$ cat config.mk
export PLATFORM = sky130hd
export DESIGN_NAME = ftp_reply_line_parser_unit
export DESIGN_NICKNAME = d
export VERILOG_FILES = /design/src/rtl/ftprlp_pkg.sv /design/src/rtl/ftp_reply_line_parser_unit.sv
export SDC_FILE = /design/constraint.sdc
export NUM_CORES = 1
export LEC_CHECK = 0
export CAP_MARGIN = 20
export CELL_PAD_IN_SITES_DETAIL_PLACEMENT = 1
export CELL_PAD_IN_SITES_GLOBAL_PLACEMENT = 1
export CORE_MARGIN = 5
export CORE_UTILIZATION = 48
export DETAILED_ROUTE_END_ITERATION = 12
export DONT_BUFFER_PORTS = 1
export GPL_TIMING_DRIVEN = 0
export MAX_ROUTING_LAYER = met4
export PLACE_DENSITY_LB_ADDON = 0.15
export SLEW_MARGIN = 40
export SYNTH_ARGS = -nofsm -noshare
export SYNTH_HDL_FRONTEND = slang
export SYNTH_SLANG_ARGS = --single-unit
$ cat constraint.sdc
create_clock -name clk -period 8.3 [get_ports clk]
set_input_delay 0.415 -clock clk [delete_from_list [all_inputs] [get_ports clk]]
set_output_delay 0.415 -clock clk [all_outputs]
set_load 0.05 [all_outputs]
$ cat src/rtl/ftprlp_pkg.sv
// Package for the FTP reply line parser: codes, characters and result type.
package ftprlp_pkg;

  typedef enum logic [1:0] {
    CODE_START  = 2'd0,
    CODE_DIGITS = 2'd1,
    CODE_SPACE  = 2'd2,
    CODE_BAD    = 2'd3
  } code_phase_t;

  localparam logic [1:0] REG_EXPECTED_CODE = 2'd0;
  localparam logic [1:0] REG_REPORT_LINES  = 2'd1;

  localparam logic [7:0] CHAR_CR     = 8'h0D;
  localparam logic [7:0] CHAR_LF     = 8'h0A;
  localparam logic [7:0] CHAR_SPACE  = 8'h20;
  localparam logic [7:0] CHAR_COMMA  = 8'h2C;
  localparam logic [7:0] CHAR_RPAREN = 8'h29;
  localparam logic [7:0] CHAR_ZERO   = 8'h30;

  localparam logic [15:0] CODE_MAX      = 16'hFFFF;
  localparam logic [15:0] CODE_FINAL    = 16'd400;
  localparam logic [8:0]  FIELD_SAT     = 9'd256;
  localparam logic [8:0]  FIELD_MAX     = 9'd255;
  localparam int          MIN_CODE_LINE = 4;

  localparam logic KIND_LINE     = 1'b0;
  localparam logic KIND_OVERFLOW = 1'b1;

  typedef struct packed {
    logic [15:0] pasv_port;
    logic        pasv_valid;
    logic        forward_line;
    logic        done_res;
    logic [15:0] status_code;
    logic        code_found;
    logic [7:0]  line_length;
  } result_t;

endpackage

$ cat src/rtl/ftp_reply_line_parser_unit.sv
// FTP reply line parser: splits reply bytes into lines and reports code and passive port.
// A result is registered and appears on the output the cycle after its line's last byte.
// Throughput: one byte per cycle while the output is not stalled; all line state updates
// in a single register stage. The output register refills in the cycle it is taken, so
// the input stalls only on output backpressure. Synchronous active-high reset clears
// line state and the output valid, and sets expected_code to 0 and report_lines to 1.
module ftp_reply_line_parser_unit #(
  parameter int BUFFER_BYTES = 256
) (
  input  logic        clk,
  input  logic        rst,
  input  logic        s_tvalid,
  output logic        s_tready,
  input  logic [7:0]  s_tdata,   // [7:0] rx_byte
  output logic        m_tvalid,
  input  logic        m_tready,
  output logic [47:0] m_tdata,   // [7:0] line_length, [8] code_found, [24:9] status_code,
                                 // [25] done_res, [26] forward_line, [27] pasv_valid,
                                 // [43:28] pasv_port, [47:44] zero
  output logic        m_tuser,   // [0] kind
  input  logic        psel,
  input  logic        penable,
  input  logic        pwrite,
  input  logic [2:0]  paddr,
  input  logic [31:0] pwdata,
  output logic [31:0] prdata,
  output logic        pready
);

  localparam int CW = $clog2(BUFFER_BYTES);
  localparam int LW = (CW > 8) ? CW : 8;
  localparam logic [CW-1:0] COUNT_LIMIT = CW'(BUFFER_BYTES - 1);
  localparam logic [CW-1:0] COUNT_CODE  = CW'(ftprlp_pkg::MIN_CODE_LINE);

  logic [9:0]  expected_code;
  logic        report_lines;

  logic                    after_cr, after_cr_next;
  logic [CW-1:0]           line_count, line_count_next;
  logic [15:0]             code_value, code_value_next;
  ftprlp_pkg::code_phase_t code_phase, code_phase_next;
  logic [8:0]              field_value, field_value_next;
  logic                    field_digits_only, field_digits_only_next;
  logic [8:0]              prior_field_value, prior_field_value_next;
  logic                    prior_field_ok, prior_field_ok_next;
  logic                    comma_seen, comma_seen_next;
  logic                    paren_ok, paren_ok_next;
  logic [15:0]             paren_port, paren_port_next;

  logic                 accept;
  logic                 digit;
  logic [3:0]           dval;
  logic [CW-1:0]        count_inc;
  logic [LW-1:0]        count_ext;
  logic [19:0]          code_mul;
  logic [12:0]          field_mul;
  logic                 line_end;
  logic                 overflow;
  logic                 found;
  logic [15:0]          code_sel;
  logic                 has_result;
  logic                 res_kind;
  ftprlp_pkg::result_t  res;
  ftprlp_pkg::result_t  out_res;
  logic                 out_kind;

  assign pready   = 1'b1;
  assign s_tready = !m_tvalid || m_tready;
  assign accept   = s_tvalid && s_tready;

  always_ff @(posedge clk) begin
    if (rst) begin
      expected_code <= '0;
      report_lines  <= 1'b1;
    end else if (psel && penable && pwrite && pready) begin
      case ({1'b0, paddr[2]})
        ftprlp_pkg::REG_EXPECTED_CODE: expected_code <= pwdata[9:0];
        ftprlp_pkg::REG_REPORT_LINES:  report_lines  <= pwdata[0];
        default: ;
      endcase
    end
  end

  always_comb begin
    case ({1'b0, paddr[2]})
      ftprlp_pkg::REG_EXPECTED_CODE: prdata = {22'd0, expected_code};
      ftprlp_pkg::REG_REPORT_LINES:  prdata = {31'd0, report_lines};
      default:                       prdata = '0;
    endcase
  end

  always_comb begin
    after_cr_next          = after_cr;
    code_value_next        = code_value;
    code_phase_next        = code_phase;
    field_value_next       = field_value;
    field_digits_only_next = field_digits_only;
    prior_field_value_next = prior_field_value;
    prior_field_ok_next    = prior_field_ok;
    comma_seen_next        = comma_seen;
    paren_ok_next          = paren_ok;
    paren_port_next        = paren_port;

    digit     = s_tdata inside {[8'h30:8'h39]};
    dval      = 4'(s_tdata - ftprlp_pkg::CHAR_ZERO);
    count_inc = line_count + CW'(1);
    count_ext = LW'(count_inc);
    line_count_next = count_inc;
    after_cr_next   = (s_tdata == ftprlp_pkg::CHAR_CR);
    line_end  = (s_tdata == ftprlp_pkg::CHAR_LF) && after_cr;
    code_mul  = {code_value, 3'b000} + {3'b000, code_value, 1'b0} + 20'(dval);
    field_mul = {field_value, 3'b000} + {3'b000, field_value, 1'b0} + 13'(dval);

    case (code_phase)
      ftprlp_pkg::CODE_START: begin
        code_phase_next = digit ? ftprlp_pkg::CODE_DIGITS : ftprlp_pkg::CODE_BAD;
        code_value_next = digit ? 16'(dval) : 16'd0;
      end
      ftprlp_pkg::CODE_DIGITS: begin
        if (digit) begin
          code_value_next = (code_mul > 20'(ftprlp_pkg::CODE_MAX)) ?
                            ftprlp_pkg::CODE_MAX : code_mul[15:0];
        end else if (s_tdata == ftprlp_pkg::CHAR_SPACE) begin
          code_phase_next = ftprlp_pkg::CODE_SPACE;
        end else begin
          code_phase_next = ftprlp_pkg::CODE_BAD;
        end
      end
      default: ;
    endcase

    if (digit) begin
      field_value_next = (field_mul > 13'(ftprlp_pkg::FIELD_SAT)) ?
                         ftprlp_pkg::FIELD_SAT : field_mul[8:0];
    end else if (s_tdata == ftprlp_pkg::CHAR_COMMA) begin
      prior_field_ok_next    = comma_seen && field_digits_only;
      prior_field_value_next = field_value;
      comma_seen_next        = (line_count != '0);
      field_value_next       = '0;
      field_digits_only_next = 1'b1;
      paren_ok_next          = 1'b0;
    end else begin
      if (s_tdata == ftprlp_pkg::CHAR_RPAREN) begin
        if (prior_field_ok && field_digits_only &&
            field_value <= ftprlp_pkg::FIELD_MAX &&
            prior_field_value <= ftprlp_pkg::FIELD_MAX) begin
          paren_ok_next   = 1'b1;
          paren_port_next = {prior_field_value[7:0], field_value[7:0]};
        end else begin
          paren_ok_next   = 1'b0;
          paren_port_next = '0;
        end
      end
      field_digits_only_next = 1'b0;
    end

    overflow = count_inc >= COUNT_LIMIT;
    found    = (code_phase_next == ftprlp_pkg::CODE_SPACE) && (count_inc >= COUNT_CODE);
    code_sel = found ? code_value_next : 16'd0;

    res = '0;
    res.line_length = count_ext[7:0];
    res_kind = ftprlp_pkg::KIND_OVERFLOW;
    if (line_end) begin
      res_kind         = ftprlp_pkg::KIND_LINE;
      res.code_found   = found;
      res.status_code  = code_sel;
      res.done_res     = found && (code_sel != 16'd0) &&
                         ((code_sel == {6'd0, expected_code}) ||
                          (code_sel >= ftprlp_pkg::CODE_FINAL) ||
                          (expected_code == 10'd0));
      res.forward_line = report_lines;
      res.pasv_valid   = paren_ok_next;
      res.pasv_port    = paren_ok_next ? paren_port_next : 16'd0;
    end
    has_result = line_end || overflow;

    if (has_result) begin
      after_cr_next          = 1'b0;
      line_count_next        = '0;
      code_value_next        = '0;
      code_phase_next        = ftprlp_pkg::CODE_START;
      field_value_next       = '0;
      field_digits_only_next = 1'b1;
      prior_field_value_next = '0;
      prior_field_ok_next    = 1'b0;
      comma_seen_next        = 1'b0;
      paren_ok_next          = 1'b0;
      paren_port_next        = '0;
    end
  end

  always_ff @(posedge clk) begin
    if (rst) begin
      after_cr          <= 1'b0;
      line_count        <= '0;
      code_value        <= '0;
      code_phase        <= ftprlp_pkg::CODE_START;
      field_value       <= '0;
      field_digits_only <= 1'b1;
      prior_field_value <= '0;
      prior_field_ok    <= 1'b0;
      comma_seen        <= 1'b0;
      paren_ok          <= 1'b0;
      paren_port        <= '0;
    end else if (accept) begin
      after_cr          <= after_cr_next;
      line_count        <= line_count_next;
      code_value        <= code_value_next;
      code_phase        <= code_phase_next;
      field_value       <= field_value_next;
      field_digits_only <= field_digits_only_next;
      prior_field_value <= prior_field_value_next;
      prior_field_ok    <= prior_field_ok_next;
      comma_seen        <= comma_seen_next;
      paren_ok          <= paren_ok_next;
      paren_port        <= paren_port_next;
    end
  end

  always_ff @(posedge clk) begin
    if (rst) begin
      m_tvalid <= 1'b0;
    end else if (accept && has_result) begin
      m_tvalid <= 1'b1;
    end else if (m_tready) begin
      m_tvalid <= 1'b0;
    end
  end

  always_ff @(posedge clk) begin
    if (accept && has_result) begin
      out_res  <= res;
      out_kind <= res_kind;
    end
  end

  assign m_tdata = {4'd0, out_res};
  assign m_tuser = out_kind;

  a_count_bound: assert property (@(posedge clk) disable iff (rst)
    line_count < COUNT_LIMIT)
    else $error("line count reached buffer limit");

  a_clear_after_result: assert property (@(posedge clk) disable iff (rst)
    accept && has_result |=> line_count == '0 && !after_cr &&
                             code_phase == ftprlp_pkg::CODE_START)
    else $error("line state not cleared after result");

  a_overflow_fields: assert property (@(posedge clk) disable iff (rst)
    m_tvalid && m_tuser |-> m_tdata[47:8] == '0)
    else $error("overflow result carries nonzero fields");

  a_pasv_zero: assert property (@(posedge clk) disable iff (rst)
    m_tvalid && !m_tdata[27] |-> m_tdata[43:28] == 16'd0)
    else $error("passive port nonzero without valid");

  a_code_found: assert property (@(posedge clk) disable iff (rst)
    m_tvalid && !m_tdata[8] |-> m_tdata[25:9] == '0)
    else $error("status code or done set without found code");

endmodule
==> results.sh, run 1 <==
export IMPL_status="completed"
export IMPL_cts_resized=0
export IMPL_cp_max_fo=10
export IMPL_hold_viol_final=0
export IMPL_ctsLongestPathBuffers=2
export IMPL_r2r_start="code_value[0]"
export IMPL_synth_area_um2=7240
export IMPL_clock_fmax_ghz=0.205
export IMPL_fin_skew_ps=16.3
export IMPL_yosys_area_share_adder=0.0992
export IMPL_die_h_um=133
export IMPL_ir_drop_v=0.000140
export IMPL_power_density_nw_per_um2=177
export IMPL_fillers=1684
export IMPL_grt_start_max_net_pins=22
export IMPL_setup_viol=0
export IMPL_num_vias=6514
export IMPL_cts_setup_buffers=0
export IMPL_mostFrequentLayoutCells="nand2_1 (105), nor2_1 (80), dfxtp_1 (77)"
export IMPL_initialDrtViolationCount=443
export IMPL_clk_pin_slew_ps=60
export IMPL_dp_hpwl_um=17000
export IMPL_yosys_area_share_simple=0.201
export IMPL_worstSkewPairLatency_ps=430
export IMPL_cts_root_buffer="clkbuf_16"
export IMPL_critical_path_class="flop to flop"
export IMPL_yosys_warnings=0
export IMPL_grt_antenna_before_repair=0
export IMPL_wl_per_cell_um=21.5
export IMPL_cts_inserted_buffers=17
export IMPL_die_x_um=133
export IMPL_maxSlewViolCount=0
export IMPL_fin_crit_sh=0.587
export IMPL_core_um2=14600
export IMPL_yosys_mux_area_fraction=0.00795
export IMPL_drive_gt1_frac=0.103
export IMPL_post_route_min_period_ps=4870
export IMPL_viasPerCell=6.14
export IMPL_ioPinCount=134
export IMPL_syn_instance_count=818
export IMPL_crit_start="code_value[0]"
export IMPL_syn_to_final_growth_pct=13.7
export IMPL_fp_row_count=44
export IMPL_p_leak_nw=3.32
export IMPL_synth_distinct_cells=73
export IMPL_synthArstFlopShare=0
export IMPL_synth_top_family_by_area="simple AND/OR/NAND/NOR gates"
export IMPL_min_delay_start="pwdata[0]"
export IMPL_grt_util_all_layers=0.265
export IMPL_nNetsFinal=969
export IMPL_ant_nets=0
export IMPL_slew_headroom=0.441
export IMPL_tns_ps=0
export IMPL_syn_area_per_cell_um2=8.85
export IMPL_crit_path_start_kind="flop"
export IMPL_drc_errors=0
export IMPL_layout_commonest_cell="nand2_1"
export IMPL_cp_arrival_ps=5010
export IMPL_synth_xor_area_share=0.0337
export IMPL_reg2reg_slack_ps=3430
export IMPL_final_core_util=0.562
export IMPL_grt_pass1_wl_um=36300
export IMPL_hold_class="input port to flop"
export IMPL_htreeDepth=4
export IMPL_n_antenna_cell=0
export IMPL_first_global_vias=6737
export IMPL_synth_seq_cells=122
export IMPL_numPortBuffers=0
export IMPL_setup_slack_ps=3430
export IMPL_clock_sinks=122
export IMPL_hold_buffers=0
export IMPL_gp_congestion=0.884
export IMPL_cts_tree="done"
export IMPL_cap_violations=0
export IMPL_start_util=0.494
export IMPL_grt_ovfl_total=0
export IMPL_seq_area_frac_synth=0.400
export IMPL_ys_flop_type="dfxtp_1"
export IMPL_critPathCaptureType="flop"
export IMPL_drt_wl_total_um=22800
export IMPL_worst_pin_slew_ps=835
export IMPL_dpl_worst_slack_ps=3500
export IMPL_synth_compound_area_frac=0.196
export IMPL_rsz0062_at_grt="no"
export IMPL_crit_required_ps=8440
export IMPL_synth_edff_count=45
export IMPL_dr_pass1_iters=5
export IMPL_die_area_um2=17600
## final timing paths
kind	cells past startpoint	endpoint
max reg2reg	14	m_tdata[25]
min	1	report_lines
min reg2reg	2	prior_field_ok
max	14	m_tdata[25]
## cell type report
type	count	area, µm²	area share
Clock buffer	17	425	0.0517
Tap cell	184	230	0.0280
Buffer	67	360	0.0438
Inverter	22	82.6	0.0100
Clock inverter	15	153	0.0185
Multi-Input combinational cell	632	4050	0.491
Sequential cell	122	2890	0.351
Timing Repair Buffer	2	42.5	0.00517
## state kept, by name, summed over array words and instances (netlist names), 2 cells and up
name               count
paren_port            16
field_value            9
code_phase             2
prior_field_value      9
code_value            16
line_count             8
m_tdata               44
expected_code         10
## metrics by stage
| stage | total power [W] | area, µm² | cells | hold slack [ps] |
|---|---|---|---|---|
| after global placement | 0.000732 | 7560 | 1027 | 448 |
| after global routing | 0.00150 | 8230 | 1061 | 105 |
| after floorplan | 0.000715 | 7330 | 843 | 432 |
| final | 0.00146 | 8230 | 1061 | 116 |
| after detailed placement | 0.000735 | 7640 | 1029 | 473 |
| after CTS | 0.00146 | 8220 | 1061 | 110 |
## power by group
group          switching, W  internal, W
sequential       0.00000433     0.000619
combinational     0.0000747    0.0000265
clock              0.000309     0.000422
total              0.000388      0.00107
## metal layers
metal,vias up,track usage,share of wire
met5,-,-,0
met4,0,0.0658,0.013
met3,33,0.0619,0.062
met2,260,0.413,0.48
met1,3221,0.349,0.45
li1,3000,-,-
## cells by family after synthesis
group	count (synthesis)
AND/OR/NAND/NOR	307
AO/OA/AOI/OAI	211
flip-flops	122
buffers and inverters	89
adder cells (fa/ha/maj)	55
XOR/XNOR	27
multiplexers	5
other	2
## synthesized netlist by cell type (17+ instances only)
cell,instances,area share
nand3_1,34,0.024
nor2_1,82,0.043
o21ai_0,26,0.018
buf_4,27,0.028
a22oi_1,31,0.032
a21oi_1,73,0.050
edfxtp_1,45,0.19
clkbuf_1,39,0.020
ha_1,51,0.088
nand2_1,105,0.054
a22o_1,17,0.021
inv_1,22,0.011
dfxtp_1,77,0.21
## worst max-delay path, stage by stage, from the launching register on
cell	delay [ps]
dfxtp_1	460
fa_1	520
fa_1	490
a21o_1	230
a221oi_1	550
or4_4	290
a21oi_2	70
xnor2_2	360
nand3_4	210
buf_6	200
o21ai_2	130
nand2_1	140
or4b_1	560
nor4_2	220
o2bb2ai_1	160
(Power assumes the default switching activity.)
==> inputs of run 2 (changes only) <==
--- a/config.mk
+++ b/config.mk
@@ -9,7 +9,7 @@
 export CELL_PAD_IN_SITES_DETAIL_PLACEMENT = 1
 export CELL_PAD_IN_SITES_GLOBAL_PLACEMENT = 1
 export CORE_MARGIN = 5
-export CORE_UTILIZATION = 48
+export CORE_UTILIZATION = 44
 export DETAILED_ROUTE_END_ITERATION = 12
 export DONT_BUFFER_PORTS = 1
 export GPL_TIMING_DRIVEN = 0
==> constraint.sdc (replaced) <==
create_clock -name clk -period 4.2 [get_ports clk]
set_input_delay 0.21 -clock clk [delete_from_list [all_inputs] [get_ports clk]]
set_output_delay 0.21 -clock clk [all_outputs]
set_load 0.05 [all_outputs]
==> run 2 against run 1 <==
Wire length is 1.3% lower. Total power is 97% higher. Register-to-register slack worse by 3400 ps. Global-route usage is 2.4 points lower. Critical endpoint unchanged. Sequential cell count stayed put. Final cell count is 5.2% higher. Critical path type unchanged. Critical path depth stayed put. Largest power group unchanged. Worst setup slack worse by 3400 ps.
==> results.sh, run 2 (same netlist as run 1, synthesis figures left out) <==
export IMPL_multi_input_area_um2=4170
export IMPL_dp_cells=1062
export IMPL_mostFrequentLayoutCells="nand2_1 (104), nor2_1 (78), a21oi_1 (73)"
export IMPL_ant_nets=0
export IMPL_num_vias=6434
export IMPL_tns_ps=0
export IMPL_syn_to_final_growth_pct=19.0
export IMPL_dpl_cell_area_um2=7700
export IMPL_dr_pass1_iters=4
export IMPL_drive_gt1_frac=0.142
export IMPL_layout_commonest_cell="nand2_1"
export IMPL_die_h_um=138
export IMPL_drt_wl_total_um=22500
export IMPL_die_x_um=138
export IMPL_finalNonFillerCells=1116
export IMPL_pwr_share_clk=0.495
export IMPL_cts_tree="done"
export IMPL_cellInternalPower_w=0.00207
export IMPL_combinationalPowerShare=0.074
export IMPL_seq_power_share=0.430
export IMPL_cp_max_fo=7
export IMPL_wl_per_cell_um=20.1
export IMPL_crit_path_start_kind="flop"
export IMPL_viasPerCell=5.77
export IMPL_worst_pin_slew_ps=801
export IMPL_first_global_vias=6723
export IMPL_post_route_min_period_ps=4200
export IMPL_status="completed"
export IMPL_ioPinCount=134
export IMPL_grt_ovfl_total=0
export IMPL_maxSlewViolCount=0
export IMPL_gp_congestion=0.895
export IMPL_final_core_util=0.538
export IMPL_grt_pass1_wl_um=36300
export IMPL_nNetsFinal=992
export IMPL_ctsLongestPathBuffers=2
export IMPL_fillers=1898
export IMPL_grt_antenna_before_repair=0
export IMPL_clock_fmax_ghz=0.238
export IMPL_grt_start_max_net_pins=23
export IMPL_dp_hpwl_um=16500
export IMPL_power_density_nw_per_um2=332
export IMPL_initialDrtViolationCount=393
export IMPL_cp_arrival_ps=4350
export IMPL_die_area_um2=19100
export IMPL_cts_root_buffer="clkbuf_16"
export IMPL_p_leak_nw=3.45
export IMPL_swShare=0.276
export IMPL_final_area_um2=8610
export IMPL_start_util=0.452
export IMPL_clk_pin_slew_ps=60
export IMPL_fin_crit_sh=0.999
export IMPL_crit_required_ps=4350
export IMPL_p_switching_w=0.000791
export IMPL_ir_drop_v=0.000317
export IMPL_largest_reg_flops=44
export IMPL_core_um2=16000
export IMPL_drc_errors=0
export IMPL_dpl_worst_slack_ps=-520
export IMPL_rsz0062_at_grt="yes"
export IMPL_clock_sinks=122
export IMPL_numPortBuffers=0
export IMPL_cts_inserted_buffers=17
export IMPL_setup_slack_ps=3.35
export IMPL_slew_headroom=0.466
export IMPL_fp_row_count=46
export IMPL_n_antenna_cell=0
export IMPL_hold_class="input port to flop"
export IMPL_critPathCaptureType="flop"
export IMPL_regArea_um2=2900
export IMPL_hold_viol_final=0
export IMPL_critical_path_class="flop to flop"
export IMPL_setup_viol=0
export IMPL_fin_skew_ps=7.57
export IMPL_cap_violations=0
export IMPL_grt_util_all_layers=0.241
export IMPL_worstSkewPairLatency_ps=430
export IMPL_htreeDepth=4
run 2: power groups by stage:
stage / clock network (W) / registers, W / logic [W]
final: 0.00142 / 0.00123 / 0.000213
after global routing: 0.00148 / 0.00123 / 0.000229
after global placement: 0 / 0.00126 / 0.000190
after CTS: 0.00144 / 0.00123 / 0.000209
after floorplan: 0 / 0.00125 / 0.000158
after detailed placement: 0 / 0.00126 / 0.000196
run 2: path summary, 6_finish.rpt:
check | start | end | slack [ps] | cells past startpoint
setup reg to reg | code_value[0] | m_tdata[25] | 3 | 14
hold reg to reg | field_digits_only | field_digits_only | 480 | 2
setup / recovery | code_value[0] | m_tdata[25] | 3 | 14
hold / removal | s_tdata[1] | field_value[1] | 80 | 2
run 2: cell type report:
cell class / instances / area share
Clock buffer: 17 / 0.0494
Sequential cell: 122 / 0.337
Tap cell: 216 / 0.0314
Buffer: 67 / 0.0423
Inverter: 22 / 0.00959
Timing Repair Buffer: 25 / 0.0295
Clock inverter: 15 / 0.0167
Multi-Input combinational cell: 632 / 0.484
run 2: worst max-delay path, cell delays in order, from the launching register on:
cell and delay [ps]:
dfxtp_4 360, fa_2 560, fa_2 220, a21o_1 180
a221oi_4 90, or4_4 590, a211o_1 350, o21ai_4 100
nand3_4 110, buf_8 160, o21ai_2 100, nand2_1 90
or4b_4 550, nor4_4 340, o2bb2ai_2 110
run 2: per-layer routing:
metal  global-route usage  vias to the layer above  part of all wire
li1                     -                     3044                 -
met4               0.0811                        0             0.025
met1                0.316                     3162              0.46
met3               0.0548                       42             0.053
met5                    -                        -                 0
met2                0.369                      186              0.46
run 2: through the flow:
step / hold WS, ps / total power, W
after global placement: 331 / 0.00145
after CTS: 62.7 / 0.00288
after global routing: 80.9 / 0.00295
after floorplan: 328 / 0.00141
final: 76.5 / 0.00286
after detailed placement: 338 / 0.00145
run 2: what timing repair did:
item                                    4_1_cts  5_1_grt
hold buffers                                 10        0
endpoints found under the hold margin        11        0
endpoints found under the setup margin        1        6
resized for setup                            26        9
pin swaps                                    15       12
setup buffers                                 9        3
==> inputs of run 3 (changes only) <==
==> constraint.sdc (replaced) <==
create_clock -name clk -period 4.2 [get_ports clk]
set_input_delay 1.05 -clock clk [delete_from_list [all_inputs] [get_ports clk]]
set_output_delay 1.05 -clock clk [all_outputs]
set_load 0.05 [all_outputs]
==> run 3 against run 2 <==
The run now ends with setup timing left. Die area is the same. Sequential cell count is the same. Final cell count shrank 0.36%.
==> results.sh, run 3 (same netlist as run 1, synthesis figures left out) <==
export IMPL_crit_path_start_kind="input port"
export IMPL_wl_met3_um=1290
export IMPL_ir_drop_v=0.000230
export IMPL_critical_path_class="input port to flop"
export IMPL_start_util=0.452
export IMPL_ioPinCount=134
export IMPL_crit_required_ps=4470
export IMPL_initialDrtViolationCount=415
export IMPL_cpPeakStageDelay_ps=600
export IMPL_p_leak_nw=3.45
export IMPL_wl_met2_um=10600
export IMPL_grt_start_max_net_pins=17
export IMPL_drc_errors=0
export IMPL_num_vias=6568
export IMPL_syn_to_final_growth_pct=18.7
export IMPL_finalPower_w=0.00286
export IMPL_hold_class="flop to flop"
export IMPL_die_x_um=138
export IMPL_worst_pin_slew_ps=771
export IMPL_cp_arrival_ps=4690
export IMPL_clk_pin_slew_ps=60
export IMPL_grt_antenna_before_repair=0
export IMPL_clock_fmax_ghz=0.226
export IMPL_clock_sinks=122
export IMPL_numPortBuffers=0
export IMPL_cap_violations=0
export IMPL_cts_inserted_buffers=17
export IMPL_mostFrequentLayoutCells="nand2_1 (103), nor2_1 (78), dfxtp_1 (77)"
export IMPL_highest_layer="met4"
export IMPL_power_density_nw_per_um2=332
export IMPL_final_core_util=0.537
export IMPL_wl_met1_um=10400
export IMPL_hold_buffers=0
export IMPL_die_h_um=138
export IMPL_nNetsFinal=988
export IMPL_critPathCaptureType="flop"
export IMPL_holdPathStages=2
export IMPL_min_delay_start="field_digits_only"
export IMPL_fin_crit_sh=1.05
export IMPL_dr_pass1_iters=5
export IMPL_status="finished with violations"
export IMPL_cts_root_buffer="clkbuf_16"
export IMPL_wl_per_cell_um=20.6
export IMPL_fin_skew_ps=10.6
export IMPL_worstSkewPairLatency_ps=430
export IMPL_layout_commonest_cell="nand2_1"
export IMPL_cts_tree="done"
export IMPL_r2r_end="m_tdata[25]"
export IMPL_ctsLongestPathBuffers=2
export IMPL_path_cells="fa_2 > fa_2 > a21o_1 > a221oi_4 > or4_4 > a211o_1 > o21ai_4 > nand3_4 > buf_4 > buf_4 > o22a_1 > nor4b_1 > or3_1 > o2111ai_2 > o311ai_2 > o2bb2ai_2"
export IMPL_rsz0062_at_grt="yes"
export IMPL_n_antenna_cell=0
export IMPL_setup_viol=1
export IMPL_core_um2=16000
export IMPL_violations="setup timing"
export IMPL_reg2reg_depth=16
export IMPL_grt_ovfl_total=0
export IMPL_die_area_um2=19100
export IMPL_first_global_vias=6733
export IMPL_fp_row_count=46
export IMPL_maxSlewViolCount=0
export IMPL_grt_pass1_wl_um=36300
export IMPL_largest_reg_flops=44
export IMPL_htreeDepth=4
export IMPL_min_to="field_digits_only"
export IMPL_cpMaxStageDelayCell="or4_4"
export IMPL_slew_headroom=0.486
export IMPL_cp_max_fo=5
export IMPL_viasPerCell=5.91
export IMPL_drive_gt1_frac=0.146
export IMPL_dp_hpwl_um=16600
export IMPL_grt_util_all_layers=0.243
export IMPL_gp_congestion=0.894
export IMPL_hold_viol_final=0
export IMPL_ant_nets=0
export IMPL_r2r_start="code_value[3]"
export IMPL_drt_wl_total_um=22900
export IMPL_setup_slack_ps=-223
export IMPL_reg2reg_slack_ps=-120
export IMPL_post_route_min_period_ps=4420
==> run 3: layer usage <==
metal,vias to the layer above,GRT usage
met5,-,-
met4,0,0.0905
met3,45,0.0462
met2,252,0.375
met1,3242,0.318
li1,3029,-
==> run 3: critical path, delay by kind of cell <==
kind,cells,cell delay [ps]
buffers and inverters,2,310
and+or+nand+nor,4,1260
AOI/OAI and AO/OA,8,1310
adders and majority gates,2,750
==> run 3: report_power, final <==
part	internal, W	total [W]	switching [W]
logic	0.0000543	0.000205	0.000150
clock network	0.000789	0.00142	0.000630
registers	0.00122	0.00123	0.00000821
total	0.00207	0.00286	0.000788
==> run 3: timing repair <==
item | CTS | global route
endpoints found under the hold margin | 0 | 0
setup buffers | 14 | 5
resized for setup | 33 | 7
cloned | 1 | 0
endpoints found under the setup margin | 1 | 3
pin swaps | 16 | 10
==> run 3: layout make-up <==
cell class	instances	area (µm²)
Clock inverter	15	143
Buffer	67	364
Inverter	22	82.6
Sequential cell	122	2890
Clock buffer	17	425
Tap cell	216	270
Multi-Input combinational cell	632	4190
Fill cell	1927	7410
Timing Repair Buffer	21	221
==> run 3: how the worst max path moves through the flow <==
stage / from / to / slack, ps / cells past startpoint
finish: s_tdata[3] / m_tdata[25] / -220 / 16
detailed placement: s_tdata[3] / m_tdata[25] / -920 / 14
global route: s_tdata[3] / m_tdata[25] / -300 / 16
floorplan: s_tdata[3] / m_tdata[25] / -290 / 14
CTS: s_tdata[3] / m_tdata[25] / -170 / 14
global placement: s_tdata[3] / m_tdata[25] / -870 / 14
==> run 3: per-stage QoR <==
step           setup TNS (ps)  std cells  hold WS (ps)  cell area [µm²]  setup slack [ps]
2_1_floorplan            -290        843           432             7340              -290
3_3_place_gp           -40310       1059           449             7610              -868
3_5_place_dp            -4960       1063           467             7700              -925
4_1_cts                  -173       1110           476             8550              -173
5_1_grt                  -297       1112           514             8590              -297
6_report                 -223       1112           471             8590              -223
